**config.mk**
```make
export PLATFORM = sky130hd
export DESIGN_NAME = cfa_ctrl
export DESIGN_NICKNAME = d
export VERILOG_FILES = /design/src/rtl/contiguous_frame_allocator_core_defines.svh /design/src/rtl/cfa_pkg.sv /design/src/rtl/cfa_ctrl.sv
export SDC_FILE = /design/constraint.sdc
export NUM_CORES = 1
export LEC_CHECK = 0
export BUFFER_PORTS_ARGS = -buffer_cell sky130_fd_sc_hd__buf_2
export CORE_AREA = 2 2 39 41
export DETAILED_ROUTE_END_ITERATION = 10
export DIE_AREA = 0 0 41 43
export PLACE_DENSITY = 0.54
export SLEW_MARGIN = 40
export SYNTH_ARGS = -nofsm -noshare
export SYNTH_HDL_FRONTEND = slang
export SYNTH_SLANG_ARGS = --single-unit
```
**constraint.sdc**
```tcl
create_clock -name clk -period 1.25 [get_ports clk]
set_clock_uncertainty 0.05 [all_clocks]
set_input_delay 0.1875 -clock clk [delete_from_list [all_inputs] [get_ports clk]]
set_output_delay 0.1875 -clock clk [all_outputs]
set_load 0.02 [all_outputs]
```
**src/rtl/contiguous_frame_allocator_core_defines.svh**
```systemverilog
// assertion helpers used by the allocator core
`ifndef CONTIGUOUS_FRAME_ALLOCATOR_CORE_DEFINES_SVH
`define CONTIGUOUS_FRAME_ALLOCATOR_CORE_DEFINES_SVH

// same-cycle implication, checked on clk and masked while rst_n is low
`define CFA_ASSERT_NOW(lbl, ante, cons, msg) \
  lbl: assert property (@(posedge clk) disable iff (!rst_n) (ante) |-> (cons)) \
    else $error(msg);

// next-cycle implication, checked on clk and masked while rst_n is low
`define CFA_ASSERT_NEXT(lbl, ante, cons, msg) \
  lbl: assert property (@(posedge clk) disable iff (!rst_n) (ante) |=> (cons)) \
    else $error(msg);

`endif

```
**src/rtl/cfa_pkg.sv**
```systemverilog
`default_nettype none

package cfa_pkg;

  localparam int MAX_FRAMES_DEF  = 4096;
  localparam int FRAME_SHIFT_DEF = 12;
  localparam int ADDR_BITS_DEF   = 24;

  localparam int BASE_W     = 12;
  localparam int FRAMES_W   = 13;
  localparam int CFG_DATA_W = 13;
  localparam int CFG_IDX_W  = 1;
  localparam int MODE_W     = 2;

  localparam logic [CFG_IDX_W-1:0] CFG_REGION_BASE   = 1'd0;
  localparam logic [CFG_IDX_W-1:0] CFG_REGION_FRAMES = 1'd1;

  localparam logic [BASE_W-1:0]   BASE_RST   = 12'd0;
  localparam logic [FRAMES_W-1:0] FRAMES_RST = 13'd4096;

  localparam logic [MODE_W-1:0] MODE_ALLOC   = 2'd0;
  localparam logic [MODE_W-1:0] MODE_FREE    = 2'd1;
  localparam logic [MODE_W-1:0] MODE_RESERVE = 2'd2;

  // busy map word and the slice scanned per search cycle
  localparam int WORD_W = 32;
  localparam int LANE_W = 8;

  typedef struct packed {
    logic load;
    logic srch_go;
    logic srch_step;
    logic prep;
    logic arm;
    logic mark_step;
  } cmd_t;

  typedef struct packed {
    logic need_zero;
    logic need_gt_n;
    logic is_alloc;
    logic is_range;
    logic in_range;
    logic hit;
    logic scan_end;
    logic mark_last;
  } sts_t;

  function automatic int max2(input int a, input int b);
    return (a > b) ? a : b;
  endfunction

endpackage

`default_nettype wire

```
**src/rtl/cfa_ctrl.sv**
```systemverilog
`default_nettype none

module cfa_ctrl (
  input  logic          clk,
  input  logic          rst_n,
  input  logic          start,
  output logic          busy,
  output cfa_pkg::cmd_t cmd,
  input  cfa_pkg::sts_t sts,
  output logic          out_valid
);

  typedef enum logic [2:0] {
    ST_IDLE,
    ST_DECODE,
    ST_SEARCH,
    ST_PREP,
    ST_ARM,
    ST_MARK,
    ST_FLUSH
  } state_t;

  state_t state_r, state_nxt;
  logic   out_valid_r, out_valid_nxt;
  logic   fail_c;

  assign fail_c = sts.need_zero
               || (!sts.is_alloc && !sts.is_range)
               || (sts.is_alloc && sts.need_gt_n)
               || (sts.is_range && !sts.in_range);

  always_comb begin
    state_nxt     = state_r;
    out_valid_nxt = 1'b0;
    cmd           = '0;
    case (state_r)
      ST_IDLE: begin
        if (start) begin
          cmd.load  = 1'b1;
          state_nxt = ST_DECODE;
        end
      end
      ST_DECODE: begin
        if (fail_c) begin
          state_nxt     = ST_IDLE;
          out_valid_nxt = 1'b1;
        end else if (sts.is_alloc) begin
          cmd.srch_go = 1'b1;
          state_nxt   = ST_SEARCH;
        end else begin
          state_nxt = ST_PREP;
        end
      end
      ST_SEARCH: begin
        cmd.srch_step = 1'b1;
        if (sts.hit) begin
          state_nxt = ST_PREP;
        end else if (sts.scan_end) begin
          state_nxt     = ST_IDLE;
          out_valid_nxt = 1'b1;
        end
      end
      ST_PREP: begin
        cmd.prep  = 1'b1;
        state_nxt = ST_ARM;
      end
      ST_ARM: begin
        cmd.arm   = 1'b1;
        state_nxt = ST_MARK;
      end
      ST_MARK: begin
        cmd.mark_step = 1'b1;
        if (sts.mark_last) begin
          state_nxt = ST_FLUSH;
        end
      end
      ST_FLUSH: begin
        state_nxt     = ST_IDLE;
        out_valid_nxt = 1'b1;
      end
      default: begin
        state_nxt = ST_IDLE;
      end
    endcase
  end

  always_ff @(posedge clk) begin
    if (!rst_n) begin
      state_r     <= ST_IDLE;
      out_valid_r <= 1'b0;
    end else begin
      state_r     <= state_nxt;
      out_valid_r <= out_valid_nxt;
    end
  end

  assign busy      = (state_r != ST_IDLE);
  assign out_valid = out_valid_r;

endmodule

`default_nettype wire
```
* After elaboration in Yosys (flattened, before gate mapping)
Index checks and enable logic that the tools add are counted. Widths: inputs -> output; s select.
Storage, ports and cells: bits in registers 4
Operators by class: equality and inequality tests 9, multiplexer cells 20, reductions and logical operators 12
Operators with widths (number):
- $pmux 3 s6 | 1
- $mux 3 | 5
- $mux 1 | 13
- $eq 3x3->1 const B | 3
- $eq 3x2->1 const B | 2
- $ne 2x2->1 const B | 2
- $eq 3x1->1 const B | 1
- $logic_and 1x1->1 | 3
- $logic_not 1->1 | 3
- $logic_not 3->1 | 1
- $logic_or 1x1->1 | 3
- $ne 3x3->1 const B | 1
- $pmux 1 s3 | 1
- $reduce_and 3->1 | 1
- $reduce_bool 3->1 | 1

* Logic depth before layout (Yosys ltp)
Gate-level depths: netlist (run 1).
depth after elaboration 7, gate-level depth with buffers 5

* Worst setup path after synthesis (run 1)
OpenSTA, ideal clock, no wires.
path kind reg-to-output, from register state_r[2], to output cmd[5] (netlist name), arrival time 1131 ps, required time 1013 ps, slack -118 ps, stages on the path, launching flop included 4, cell sequence dfxtp_1 buf_6 or3_4 nor2_1
RTL lines:
- start: declaration | RTL line cfa_ctrl.sv:23 | state_t state_r, state_nxt;
- start signal: assignment | RTL line cfa_ctrl.sv:92 | state_r <= state_nxt;
- end: declaration | RTL line cfa_ctrl.sv:8 | output cfa_pkg::cmd_t cmd,

==> out/summary.txt, run 1 <==
first-pass GRT wire length - 1.47 mm
Worst R2R Start - state_r[2]
CP startpoint kind - flip-flop
routed len/inst - 10.9 um
post-route ant nets - 0
failing checks - setup timing
Final Cycle Share - 114%
Synth-to-Final Area Change - 84.8%
final WL - 905 um
most common cell after layout, fill and taps aside - buf_2
Vias - 388
worst-path fanout max - 4
clk sink count - 4
Mapped Nets - 50
Synth area leaders - dfxtp_1, a211oi_2, nor2_1, o21a_1, and2_1
CP endpoint - cmd[5]
clk_lat worst skew - 0.24 ns
outcome - finished, violations left
Synth top area share - 25.0%
Clock Path Buffers - 2
core outline area - 1380 um2
Starting Density - 23.1%
largest net degree at the start of global routing - 9
Inserted Clock Buffers - 3
Worst VDD drop - 0.000440 V
GRT Overall Usage - 12.2%
Initial DRC Count - 1
fin crit period - 1.42 ns
clock root buffer - clkbuf_4
Worst Tran Pin Value - 0.278 ns
Ant. Diodes - 0
Crit path largest cell delay - 0.42 ns
NumNets Final - 80
Ys Warns - 0
Die Width - 41 um
Mapped Area - 320 um2
Hold Vio Cnt, Final - 0
vias in the first global route - 385
Worst EP required - 1.01 ns
Place WS - -0.0185 ns
fmax - 0.705 GHz
min-delay src - rst_n
CTS tree - built
Netlist cell types - 25
CTS clk-pin slew, worst paths - 0.04 ns
max_cap viols - 0
number of synthesized register bits - 4
commonest non-fill, non-tap cells in the layout - buf_2, buf_4, buf_6
Syn Area/Cell - 8.21 um2
FILL cells - 145
Final Power - 0.430 mW
htree depth - 1
cells on worst reg2reg path - 6
R2R setup slack - 0.02 ns
crit path capture type - primary output
# setup viols final - 7
slowest CP cell - or3_4
drt drc - 0
Slew Viols, Final - 0
# IOs - 19
relative slew slack - 81.3%
vias per std cell - 4.67
I/O Buffers - 18
WS Path Type - reg -> out
setup ws final - -0.169 ns
RSZ-0062 raised after global routing - yes
Syn Inst Count - 39
gpl congestion - 0.715
DR pass1 iterations - 2
Crit path arrival time - 1.18 ns
Die Area - 1760 um2
worst setup path start - state_r[1]
Detailed Place HPWL - 715 um
P per Cell Area - 726 nW/um2
initial antenna violation count - 0
critical-path cell list - or3_4, nor2_4, buf_6
die height - 43 um
remaining global-route overflow - 0
Leak - 0.267 nW
sequential share of the synthesized area - 25.0%
leading area contributor after synthesis - dfxtp_1
std cell rows - 14
r2r endpoint - state_r[0]
layout cells sized above 1 - 67.2%
hold crit path type - in -> reg
==> worst min path at each step <==
stage	to	slack (ns)	cells past startpoint
5_1_grt	state_r[2]	0.18	2
3_3_place_gp	state_r[2]	0.43	2
3_5_place_dp	state_r[2]	0.43	2
2_1_floorplan	state_r[2]	0.26	1
4_1_cts	state_r[2]	0.17	2
6_report	state_r[2]	0.17	2
==> registers in the layout (all words and copies together) (netlist names) <==
| name | count |
|---|---|
| out_valid | 1 |
| state_r | 3 |
==> final cells by class <==
class | count | area, um2 | share of cell area [%]
repair buffers | 27 | 201 | 34.0
flip-flops and latches | 4 | 86.3 | 14.6
well taps | 16 | 20.0 | 3.38
inverters | 3 | 16.3 | 2.75
clock buffers | 3 | 22.5 | 3.81
multi-input cells | 30 | 245 | 41.4
==> metal layers <==
layer,GRT usage (%),up-vias,share of wire (%)
li1,-,196,-
met1,14.4,177,45
met2,19.4,15,48
met3,6.28,0,7.0
met4,2.00,0,0
met5,0,-,0
==> Yosys cell counts <==
| master | n |
|---|---|
| dfxtp_1 | 4 |
| nor2_1 | 4 |
| nand2_1 | 3 |
| a211oi_2 | 2 |
| a21oi_1 | 2 |
| and2_1 | 2 |
| inv_1 | 2 |
| nor2b_1 | 2 |
| o21a_1 | 2 |
| a41oi_1 | 1 |
| and2b_2 | 1 |
| and4_2 | 1 |
| buf_4 | 1 |
| buf_6 | 1 |
| inv_2 | 1 |
| mux2i_1 | 1 |
| nand2b_1 | 1 |
| nor3_2 | 1 |
| nor3b_1 | 1 |
| o211ai_1 | 1 |
| o21ai_0 | 1 |
| o21ai_2 | 1 |
| o22ai_1 | 1 |
| o32ai_1 | 1 |
| or3_4 | 1 |
==> metrics by stage <==
stage / cells / setup TNS [ns] / hold WS (ns) / cell area, um2 / util [%]
after floorplan: 39 / -0.0358 / 0.255 / 334 / -
after global placement: 78 / 0 / 0.429 / 490 / 35.4
after detailed placement: 78 / -0.0185 / 0.427 / 490 / 35.4
after CTS: 82 / -0.855 / 0.166 / 557 / 40.2
after global routing: 83 / -1.14 / 0.175 / 592 / 42.8
final: 83 / -0.724 / 0.169 / 592 / 42.8
==> where the power goes <==
part           switching (mW)  leakage [nW]  total, mW  internal [mW]
registers             0.00524        0.0342      0.138          0.133
clock network          0.0556        0.0138      0.163          0.108
logic                  0.0606         0.219      0.128         0.0678
==> cells by family after synthesis <==
logic type	after synthesis	synth area share, %
AND/OR/NAND/NOR	17	32.8
AO/OA/AOI/OAI	12	29.7
buffers and inverters	5	9.38
flip-flops	4	25.0
multiplexers	1	3.13
==> timing repair <==
action | CTS | global route
buffers inserted | 1 | 1
pin swaps | 2 | 2
resized for setup | 15 | 6
hold buffers | 0 | 0
setup endpoints to repair | 7 | 7
cloned | 0 | 0
==> critical path, delay by kind of cell, from the launching register on <==
| kind | cells | cell delay, ns |
|---|---|---|
| AND/OR/NAND/NOR | 2 | 0.51 |
| flip-flops | 1 | 0.32 |
| buffers and inverters | 1 | 0.12 |
Power figures use the tool's default switching activity.
==> inputs of run 2 (changes only) <==
- clock period: 1.25 -> 1.65 ns (I/O delays scaled with it)
==> run 2 against run 1 <==
Against the previous run: the run now ends clean; die area stayed put; power is 32% lower; first-iteration DRC count grew to 6.0 times the previous value; global-route usage is 3.0 points lower; sequential power shrank 21%; utilization fell by 11 points; routed wire length decreased by 16%; via count decreased by 11%; largest cell class unchanged; largest power group unchanged.
==> out/summary.txt, run 2 (synthesis gave the netlist of run 1 again) <==
outcome - finished, final reports clean
Hold Crit Depth - 2
# setup viols final - 0
core outline area - 1380 um2
drt drc - 0
cells on worst reg2reg path - 3
CP top delay family - simple AND/OR/NAND/NOR gates
P per Cell Area - 674 nW/um2
Hold Worst Slack - 0.243 ns
fmax - 0.640 GHz
# IOs - 19
GRT Overall Usage - 9.21%
Die Width - 41 um
Leak - 0.205 nW
clk sink count - 4
Slew Viols, Final - 0
initial antenna violation count - 0
CP startpoint kind - flip-flop
first-pass GRT wire length - 1.06 mm
layout cells sized above 1 - 51.7%
fin crit period - 1.56 ns
Worst VDD drop - 0.000123 V
relative slew slack - 76.6%
post-route ant nets - 0
std cell rows - 14
CTS clk-pin slew, worst paths - 0.04 ns
Crit path largest cell delay - 0.40 ns
most common cell after layout, fill and taps aside - buf_2
max_cap viols - 0
final WL - 762 um
Crit path arrival time - 1.26 ns
Initial DRC Count - 6
Final Cycle Share - 94.7%
hold endpoint - state_r[2]
Worst Tran Pin Value - 0.351 ns
critical-path cell list - or3_4, nor2_1, buf_2
largest net degree at the start of global routing - 12
Post-CTS Hold Buffers - 0
CP bufs+invs - 1
remaining global-route overflow - 0
vias in the first global route - 276
WS Path Type - reg -> out
Ant. Diodes - 0
hold crit path type - in -> reg
Clock Path Buffers - 2
CTS tree - built
clk_lat worst skew - 0.23 ns
Setup TNS - 0 ns
NumNets Final - 71
Biggest register - state_r
commonest non-fill, non-tap cells in the layout - buf_2, nor2_1, nand2_1, clkbuf_4, dfxtp_1
crit path capture type - primary output
Hold Vio Cnt, Final - 0
routed len/inst - 10.3 um
Starting Density - 23.1%
flip-flop count of the largest register after layout - 3
Die Area - 1760 um2
worst-path fanout max - 11
RSZ-0062 raised after global routing - no
r2r endpoint - state_r[0]
vias per std cell - 4.68
Inserted Clock Buffers - 3
R2R setup slack - 0.44 ns
min-delay src - rst_n
DR pass1 iterations - 4
Vias - 346
gpl congestion - 0.710
htree depth - 1
die height - 43 um
Synth-to-Final Area Change - 35.9%
clock root buffer - clkbuf_4
I/O Buffers - 18
Worst EP required - 1.35 ns
slowest CP cell - dfxtp_1
Worst R2R Start - state_r[0]
[run 2: worst max path at each step]
stage               startpoint     end  cells past startpoint
floorplan           state_r[2]  cmd[5]                      3
global placement        sts[4]  cmd[4]                      5
detailed placement      sts[4]  cmd[4]                      5
CTS                 state_r[2]  cmd[5]                      3
global route        state_r[0]  cmd[2]                      2
finish              state_r[0]  cmd[5]                      3
[run 2: worst reg2reg max path, cell delays in order, from the launching register on]
cell     delay, ns
dfxtp_1       0.40
or3_4         0.38
o21ai_2       0.17
o22ai_1       0.10
[run 2: area by class of cell]
| cell class | instances | area (um2) |
|---|---|---|
| clock buffers | 3 | 22.5 |
| fillers | 163 | 948 |
| inverters | 3 | 11.3 |
| multi-input cells | 30 | 210 |
| flip-flops and latches | 4 | 81.3 |
| well taps | 16 | 20.0 |
| repair buffers | 18 | 90.1 |
[run 2: stage by stage]
| stage | setup slack (ns) | std cells | power, mW | cell area (um2) | util, % |
|---|---|---|---|---|---|
| after CTS | 0.0526 | 74 | 0.301 | 434 | 31.4 |
| after global placement | 0.234 | 71 | 0.176 | 412 | 29.7 |
| after floorplan | 0.222 | 39 | 0.151 | 320 | - |
| after detailed placement | 0.204 | 71 | 0.176 | 412 | 29.7 |
| after global routing | 0.00216 | 74 | 0.311 | 435 | 31.5 |
| final | 0.0881 | 74 | 0.294 | 435 | 31.5 |
[run 2: repair_timing]
| action | CTS | global route |
|---|---|---|
| setup endpoints to repair | 0 | 1 |
| gates resized for setup | 0 | 1 |
| setup buffers | 0 | 0 |
[run 2: layer usage]
| layer | vias up | global-route usage (%) | share of wire [%] |
|---|---|---|---|
| met2 | 9 | 12.8 | 48 |
| met4 | 0 | 10.0 | 1.0 |
| met5 | - | 0 | 0 |
| li1 | 178 | - | - |
| met1 | 157 | 10.5 | 45 |
| met3 | 2 | 1.57 | 5.5 |
[run 2: power by group]
group          switching, mW  internal (mW)  total, mW
logic                 0.0345         0.0310     0.0655
registers            0.00772          0.102      0.109
clock network         0.0376         0.0812      0.119
total                 0.0799          0.214      0.294
==> inputs of run 3 (changes only) <==
--- a/config.mk
+++ b/config.mk
@@ -6,4 +6,5 @@
 export NUM_CORES = 1
 export LEC_CHECK = 0
+export ABC_AREA = 1
 export BUFFER_PORTS_ARGS = -buffer_cell sky130_fd_sc_hd__buf_2
 export CORE_AREA = 2 2 39 41
--- a/constraint.sdc
+++ b/constraint.sdc
@@ -3,3 +3,3 @@
 set_input_delay 0.2475 -clock clk [delete_from_list [all_inputs] [get_ports clk]]
 set_output_delay 0.2475 -clock clk [all_outputs]
-set_load 0.02 [all_outputs]
+set_load 0.1 [all_outputs]
==> run 3 against run 2 <==
Against the previous run: worst hold slack worse by 0.014 ns; synthesized cell count increased by 38%; global-route usage grew 0.43 points; power rose by 35%; first-iteration DRC count unchanged; combinational power rose to 2.6 times the previous value; critical endpoint is now cmd[4]; clock power barely moved; synthesized area fell by 1.2%.
==> out/summary.txt, run 3 <==
fin crit period - 1.58 ns
clk sink count - 4
Synth area leaders - dfxtp_1, nand2_1, inv_1, nor2_1, a21oi_1
Worst Tran Pin Value - 0.482 ns
Ant. Diodes - 0
fmax - 0.631 GHz
CTS clk-pin slew, worst paths - 0.03 ns
vias in the first global route - 330
final WL - 746 um
Post-synth EDFFs - 0
most common cell after layout, fill and taps aside - buf_2
DR pass1 iterations - 4
# IOs - 19
critical-path cell list - inv_2, nor3_2, nand2_2, nor2_4, buf_12
Mapped Area - 317 um2
Detailed Place HPWL - 632 um
Hold Vio Cnt, Final - 0
area taken by multi-input logic gates - 221 um2
crit path capture type - primary output
# setup viols final - 0
core outline area - 1380 um2
Netlist cell types - 15
Vias - 388
Initial DRC Count - 6
gpl congestion - 0.825
Post-CTS Hold Buffers - 0
GRT Overall Usage - 9.64%
sequential share of the synthesized area - 25.3%
relative slew slack - 68.1%
leading area contributor after synthesis - dfxtp_1
std cell rows - 14
Slew Viols, Final - 0
Die Area - 1760 um2
setup ws final - 0.0655 ns
Leak - 0.288 nW
initial antenna violation count - 0
clock root buffer - clkbuf_4
Worst EP required - 1.35 ns
first-pass GRT wire length - 1.15 mm
Syn Area/Cell - 5.86 um2
WS Path Type - reg -> out
hold crit path type - in -> reg
Ys Warns - 0
commonest non-fill, non-tap cells in the layout - buf_2, nand2_1, inv_1
Synth-to-Final Area Change - 88.5%
vias per std cell - 4.22
P per Cell Area - 663 nW/um2
RSZ-0062 raised after global routing - yes
number of synthesized register bits - 4
Post-synth top cells - nand2_1, inv_1, nor2_1, a21oi_1, dfxtp_1
Die Width - 41 um
CTS tree - built
ys flop type - dfxtp_1
Crit path arrival time - 1.29 ns
NumNets Final - 89
drt drc - 0
Clock Path Buffers - 2
Starting Density - 22.9%
clk_lat worst skew - 0.23 ns
I/O Buffers - 18
largest net degree at the start of global routing - 8
Place WS - 0.268 ns
most common cell in the netlist - nand2_1
max_cap viols - 0
routed len/inst - 8.11 um
Final Cycle Share - 96.0%
post-route ant nets - 0
Async S/R FF share, synth - 0%
Worst VDD drop - 0.000332 V
layout cells sized above 1 - 51.3%
Synth top area share - 25.3%
flip-flop count of the largest register after layout - 3
die height - 43 um
outcome - finished, final reports clean
DP Area - 561 um2
flip-flop and latch area - 81.3 um2
remaining global-route overflow - 0
Crit path largest cell delay - 0.35 ns
Biggest register - state_r
CP startpoint kind - flip-flop
fin area - 597 um2
htree depth - 1
slowest CP cell - dfxtp_1
Inserted Clock Buffers - 3
worst-path fanout max - 5
Syn Inst Count - 54
Mapped Nets - 65
FILL cells - 146
==> run 3: metrics by stage <==
stage | std cells | power [mW] | utilization [%] | setup TNS [ns] | hold WS [ns]
after floorplan | 54 | 0.221 | - | -0.803 | 0.359
after global placement | 88 | 0.276 | 40.5 | 0 | 0.462
after detailed placement | 88 | 0.277 | 40.5 | 0 | 0.472
after CTS | 91 | 0.401 | 42.1 | 0 | 0.229
after global routing | 92 | 0.422 | 43.1 | -0.0306 | 0.261
final | 92 | 0.396 | 43.1 | 0 | 0.229
==> run 3: what timing repair did <==
action | in CTS | in global routing
buffers inserted | 0 | 1
gates resized for setup | 0 | 3
endpoints found under the setup margin | 0 | 2
==> run 3: cells by family (layout without fill, tap and decap cells) <==
kind of cell / count (synthesis) / after routing / share of synthesized area, %
buffers and inverters: 13 / 35 / 15.4
DFF: 4 / 4 / 25.3
AOI/OAI and AO/OA: 8 / 8 / 13.4
and+or+nand+nor: 29 / 29 / 45.9
==> run 3: where the power goes <==
part / total [mW] / internal, mW / switching (mW)
Combinational: 0.171 / 0.0572 / 0.114
Clock: 0.118 / 0.0811 / 0.0366
Sequential: 0.107 / 0.103 / 0.00424
Total: 0.396 / 0.241 / 0.155
==> run 3: cell type report <==
cell class | count | area share, %
clock buffer | 3 | 3.77
inverter | 13 | 8.18
multi-input combinational | 37 | 37.1
sequential | 4 | 13.6
tap | 16 | 3.35
timing repair buffer | 19 | 34.0
==> run 3: path summary, 6_finish.rpt <==
check,from,endpoint,slack [ns],depth (start not counted)
hold / removal,rst_n,state_r[2],0.23,3
setup reg to reg,state_r[1],state_r[0],0.40,9
hold reg to reg,state_r[1],out_valid,0.50,2
setup / recovery,state_r[0],cmd[4],0.07,5
==> run 3: per-layer routing <==
layer / vias to the layer above / wire (um) / share of wire [%] / GRT usage, %
li1: 212 / - / - / -
met1: 157 / 322 / 43 / 12.2
met2: 19 / 358 / 48 / 13.4
met4: 0 / 0 / 0 / 8.00
met3: 0 / 65 / 8.7 / 1.57
met5: - / 0 / 0 / 0
==> run 3: worst max-delay path: cells and delay by family (launching register included) <==
kind / cells / cell delay [ns]
AND/OR/NAND/NOR: 3 / 0.45
buffers and inverters: 2 / 0.26
flip-flops: 1 / 0.35
